--- config.mk ---
export PLATFORM = sky130hd
export DESIGN_NAME = bqd_hist
export DESIGN_NICKNAME = d
export VERILOG_FILES = /design/src/design/biquad_iir_filter_defines.svh /design/src/design/bqd_pkg.sv /design/src/design/bqd_hist.sv
export SDC_FILE = /design/constraint.sdc
export NUM_CORES = 1
export LEC_CHECK = 0
export ABC_CLOCK_PERIOD_IN_PS = 10200
export BUFFER_PORTS_ARGS = -buffer_cell sky130_fd_sc_hd__clkbuf_2
export CAP_MARGIN = 10
export CELL_PAD_IN_SITES_DETAIL_PLACEMENT = 1
export CELL_PAD_IN_SITES_GLOBAL_PLACEMENT = 2
export CORE_ASPECT_RATIO = 1.75
export CORE_MARGIN = 4
export CORE_UTILIZATION = 45
export CTS_BUF_LIST = sky130_fd_sc_hd__clkbuf_4
export DETAILED_ROUTE_END_ITERATION = 16
export PLACE_DENSITY = 0.75
export SYNTH_ARGS = -nofsm -noshare
export SYNTH_HDL_FRONTEND = slang
export SYNTH_SLANG_ARGS = --single-unit
--- constraint.sdc ---
create_clock -name clk -period 10.2 [get_ports clk]
set_clock_uncertainty 0.05 [all_clocks]
set_input_delay 1.53 -clock clk [delete_from_list [all_inputs] [get_ports clk]]
set_output_delay 1.53 -clock clk [all_outputs]
set_load 0.02 [all_outputs]
--- src/design/biquad_iir_filter_defines.svh ---
// Assertion macros used by the filter design file biquad_iir_filter.sv.
`ifndef BIQUAD_IIR_FILTER_DEFINES_SVH
`define BIQUAD_IIR_FILTER_DEFINES_SVH

`ifndef SYNTHESIS

`define BQD_ASSERT_NOW(lbl, ante, cons) \
  lbl: assert property (@(posedge clk) disable iff (!rst_n) (ante) |-> (cons)) \
    else $error("biquad check failed");

`define BQD_ASSERT_NEXT(lbl, ante, cons) \
  lbl: assert property (@(posedge clk) disable iff (!rst_n) (ante) |=> (cons)) \
    else $error("biquad check failed");

`else

`define BQD_ASSERT_NOW(lbl, ante, cons)

`define BQD_ASSERT_NEXT(lbl, ante, cons)

`endif

`endif

--- src/design/bqd_pkg.sv ---
`timescale 1ns / 1ps

package bqd_pkg;

  localparam int SAMPLE_W     = 24;
  localparam int CHAN_W       = 3;
  localparam int COEF_W       = 32;
  localparam int COEF_FRAC    = 28;
  localparam int PROD_W       = SAMPLE_W + COEF_W;
  localparam int ACC_W        = PROD_W + 4;
  localparam int Q_W          = ACC_W - COEF_FRAC;
  localparam int CHANNELS_DEF = 8;
  localparam int CFG_IDX_W    = 3;

  localparam logic [CFG_IDX_W-1:0] REG_B0 = CFG_IDX_W'(0);
  localparam logic [CFG_IDX_W-1:0] REG_B1 = CFG_IDX_W'(1);
  localparam logic [CFG_IDX_W-1:0] REG_B2 = CFG_IDX_W'(2);
  localparam logic [CFG_IDX_W-1:0] REG_A1 = CFG_IDX_W'(3);
  localparam logic [CFG_IDX_W-1:0] REG_A2 = CFG_IDX_W'(4);

  localparam logic signed [COEF_W-1:0] COEF_ONE = COEF_W'(1) << COEF_FRAC;

  localparam logic signed [SAMPLE_W-1:0] SAT_MAX = {1'b0, {(SAMPLE_W-1){1'b1}}};
  localparam logic signed [SAMPLE_W-1:0] SAT_MIN = {1'b1, {(SAMPLE_W-1){1'b0}}};

  localparam logic signed [ACC_W-1:0] ROUND_HALF = ACC_W'(1) << (COEF_FRAC - 1);

  typedef struct packed {
    logic signed [SAMPLE_W-1:0] sample_in;
    logic [CHAN_W-1:0]          chan_in;
  } in_word_t;

  typedef struct packed {
    logic signed [SAMPLE_W-1:0] sample_out;
    logic [CHAN_W-1:0]          chan_out;
  } out_word_t;

  typedef struct packed {
    logic signed [SAMPLE_W-1:0] x1;
    logic signed [SAMPLE_W-1:0] x2;
    logic signed [SAMPLE_W-1:0] y1;
    logic signed [SAMPLE_W-1:0] y2;
  } hist_t;

endpackage

--- src/design/bqd_hist.sv ---
`timescale 1ns / 1ps

module bqd_hist #(
  parameter int DEPTH = bqd_pkg::CHANNELS_DEF,
  parameter int AW    = 3
) (
  input  logic            clk,
  input  logic            rst_n,
  input  logic            rd_en,
  input  logic [AW-1:0]   rd_addr,
  output bqd_pkg::hist_t  rd_data,
  input  logic            wr_en,
  input  logic [AW-1:0]   wr_addr,
  input  bqd_pkg::hist_t  wr_data
);

  bqd_pkg::hist_t mem [DEPTH];
  bqd_pkg::hist_t mem_rd_r;
  logic [DEPTH-1:0] vld_r;
  logic             vld_rd_r;

  always_ff @(posedge clk) begin
    if (!rst_n) begin
      vld_r    <= '0;
      vld_rd_r <= 1'b0;
    end else begin
      if (wr_en) begin
        vld_r[wr_addr] <= 1'b1;
      end
      if (rd_en) begin
        vld_rd_r <= vld_r[rd_addr];
      end
    end
  end

  always_ff @(posedge clk) begin
    if (wr_en) begin
      mem[wr_addr] <= wr_data;
    end
    if (rd_en) begin
      mem_rd_r <= mem[rd_addr];
    end
  end

  // never-written entries read as cleared history
  assign rd_data = vld_rd_r ? mem_rd_r : '0;

endmodule

==> reports/results.ini <==
[route]
vias_per_cell = 5.39
firstDrtPassIters = 5
wl_met3_um = 3940
drc = 0
wire_per_inst_um = 25.6
drt_iter0_markers = 913
met1_length_um = 28200
wirelength_um = 71200
top_layer = met5
routed-wl-met2_um = 37500
vias = 15000
ant_nets = 0

[clock_network]
cts_sinks = 873
cts_resized = 0
clk_pin_slew_ns = 0.06
clockBufferDepth = 3
numCtsBuffers = 191
cts_tree = done
hold_buffers = 0
cts_root_buf = clkbuf_4
clk_latency_ns = 1.00
cts_post_setup_buffers_inserted = 0
htreeDepth = 4

[sta]
relSlewSlack_pct = 24.7
finalWorstSetupSlack_ns = 5.71
hold_violations = 0
slew_violations = 0
setup_viol = 0
period_needed_ns = 4.49
tightest_slew_ns = 1.13
fin_crit_sh_pct = 44.0
max_freq_mhz = 223
rsz0062_at_grt = false
fin_setup_tns_ns = 0

[yosys]
yosysSeqAreaShare_pct = 79.7
synth_area_um2 = 32800
ys_warn_count = 0
syn_nets = 1456
avgSynthCellArea_um2 = 24.3
syn_inst = 1350
synth.distinct_cells = 20
synth_seq_cells = 873

[layout]
post-route-util_pct = 51.8
fillerInstances = 6500
drive_above_1_share_pct = 43.4
syn_to_final_growth_pct = 13.9
fin_area_um2 = 37300
final_nets = 1808

[global_routing]
grt-ovfl-total = 0
grt_usage_pct = 18.9
antenna_found_initial = 5
grt_pass1_wl_um = 107000
grt_max_degree = 119
grt_pass1_vias = 17100

[worst_setup_path]
r2r_end = vld_rd_r
critical_path_class = reg2out
cp_slowest_cell = dfxtp_4
worstSetupStartpointType = flip-flop
critPathMaxFanout = 49
rr_worst_depth = 3
r2r_slack_ns = 8.34
worst_setup_path_end_kind = output pin
crit_path_start = vld_rd_r
r2r_start = vld_rd_r
path_cells = buf_4 > and2_1 > clkbuf_2
crit_required_ns = 8.62
cpPeakStageDelay_ns = 0.72
arrival_ns = 2.91

[power]
p_comb_share_pct = 5.3
power.share.clock_pct = 37.4
power_uw = 7210
switching_share_pct = 21.8
switchingPower_uw = 1570
power_frac_seq_pct = 57.2
vdd.ir_drop.worst_uv = 210
power_density_nw_per_um2 = 193
cellLeakagePower_uw = 0.0125
p_int_uw = 5640

[place]
place_ws_ns = 5.70
dp_hpwl_um = 36700
portBuffers = 201
dpl_cell_area_um2 = 34800
place_congestion = 0.662

[die]
rows = 130
die_w_um = 212
start_util_pct = 45.5
io-pin-count = 202
core_um2 = 72100
die_y_um = 365
dieArea_um2 = 77400

[hold_path]
hold_class = reg2reg
hold_depth = 1
min_from = vld_r[6]
holdPathEnd = vld_r[6]

[outcome]
status = completed

[flow_run]
drv_cap = 0

kinds of logic (layout without fill, tap and decap cells):
logic type | after synthesis | after routing | synth area share, %
compound gates | 10 | 10 | 0.214
other cells | 0 | 3 | 0
buf+inv | 65 | 568 | 1.21
flops | 873 | 873 | 79.7
mux | 293 | 293 | 16.9
simple gates | 109 | 109 | 2.01
Yosys cell counts:
library cell	count	share of area [%]
edfxtp_1	864	79
mux4_2	175	12
and2_1	96	1.8
mux2_2	96	3.3
clkbuf_1	24	0.27
mux4_1	18	1.4
buf_1	14	0.16
buf_6	14	0.48
buf_2	9	0.14
dfxtp_1	9	0.55
o21a_1	8	0.18
nor2_1	6	0.069
mux2i_1	4	0.12
buf_8	3	0.14
nand2b_1	3	0.057
nand2_1	2	0.023
nor3_1	2	0.031
a21oi_1	1	0.015
buf_4	1	0.023
o21ai_0	1	0.015
worst max-delay path: cells and delay by family, from the launching register on:
family / cells / cell delay, ns
buffers and inverters: 2 / 0.89
DFF: 1 / 0.72
and+or+nand+nor: 1 / 0.31
metrics by stage:
step / hold slack (ns) / instances
after detailed placement: 0.404 / 2433
after global routing: 0.436 / 2778
after floorplan: 0.390 / 1350
final: 0.415 / 2780
after global placement: 0.396 / 2433
after CTS: 0.420 / 2777
cell type report:
| class | instances | area (um2) | area share, % |
|---|---|---|---|
| clock buffer | 277 | 2080 | 5.57 |
| clock inverter | 67 | 429 | 1.15 |
| multi-input combinational | 412 | 6320 | 16.9 |
| sequential | 873 | 26100 | 70.0 |
| tap | 924 | 1160 | 3.10 |
| timing repair buffer | 224 | 1220 | 3.27 |
| antenna | 3 | 7.51 | 0.0201 |
metal layers:
layer	GRT usage, %	up-vias
li1	-	6501
met1	23.7	7947
met2	32.0	420
met3	4.39	119
met4	7.17	6
met5	0	-
worst max-delay path by stage:
stage	endpoint	cells past startpoint
detailed placement	mem[6][75]	5
floorplan	mem[0][0]	2
global route	rd_data[12]	3
finish	rd_data[12]	3
CTS	rd_data[24]	3
global placement	mem[6][75]	5
state kept, by name, summed over array words and instances, names as in the netlist:
signal	cells
vld_r	8
mem	768
vld_rd_r	1
mem_rd_r	96
power by group through the flow:
stage	logic [uW]	registers, uW	clock network (uW)
3_5_place_dp	393	4210	0
5_1_grt	418	4140	3010
3_3_place_gp	382	4200	0
4_1_cts	395	4130	2820
2_1_floorplan	245	4200	0
6_report	383	4130	2700
cells in the final DEF (no fill, tap or decap), types with 2 or more instances in the layout:
cell,netlist,layout
edfxtp_1,864,864
clkbuf_4,0,277
clkbuf_2,0,197
mux4_2,175,175
mux2_2,96,96
and2_1,96,96
clkinv_1,0,43
buf_4,1,22
mux4_1,18,18
clkinv_2,0,12
o21a_1,8,8
dfxtp_1,9,8
nor2_4,0,6
bufinv_16,0,5
mux2i_1,4,4
diode_2,0,3
nand2b_1,3,3
clkinvlp_4,0,3
nand2_1,2,2
nor3_2,0,2
inv_6,0,2
clkinv_4,0,2
buf_6,14,2
Note: power is estimated with default switching activity, not from simulation.
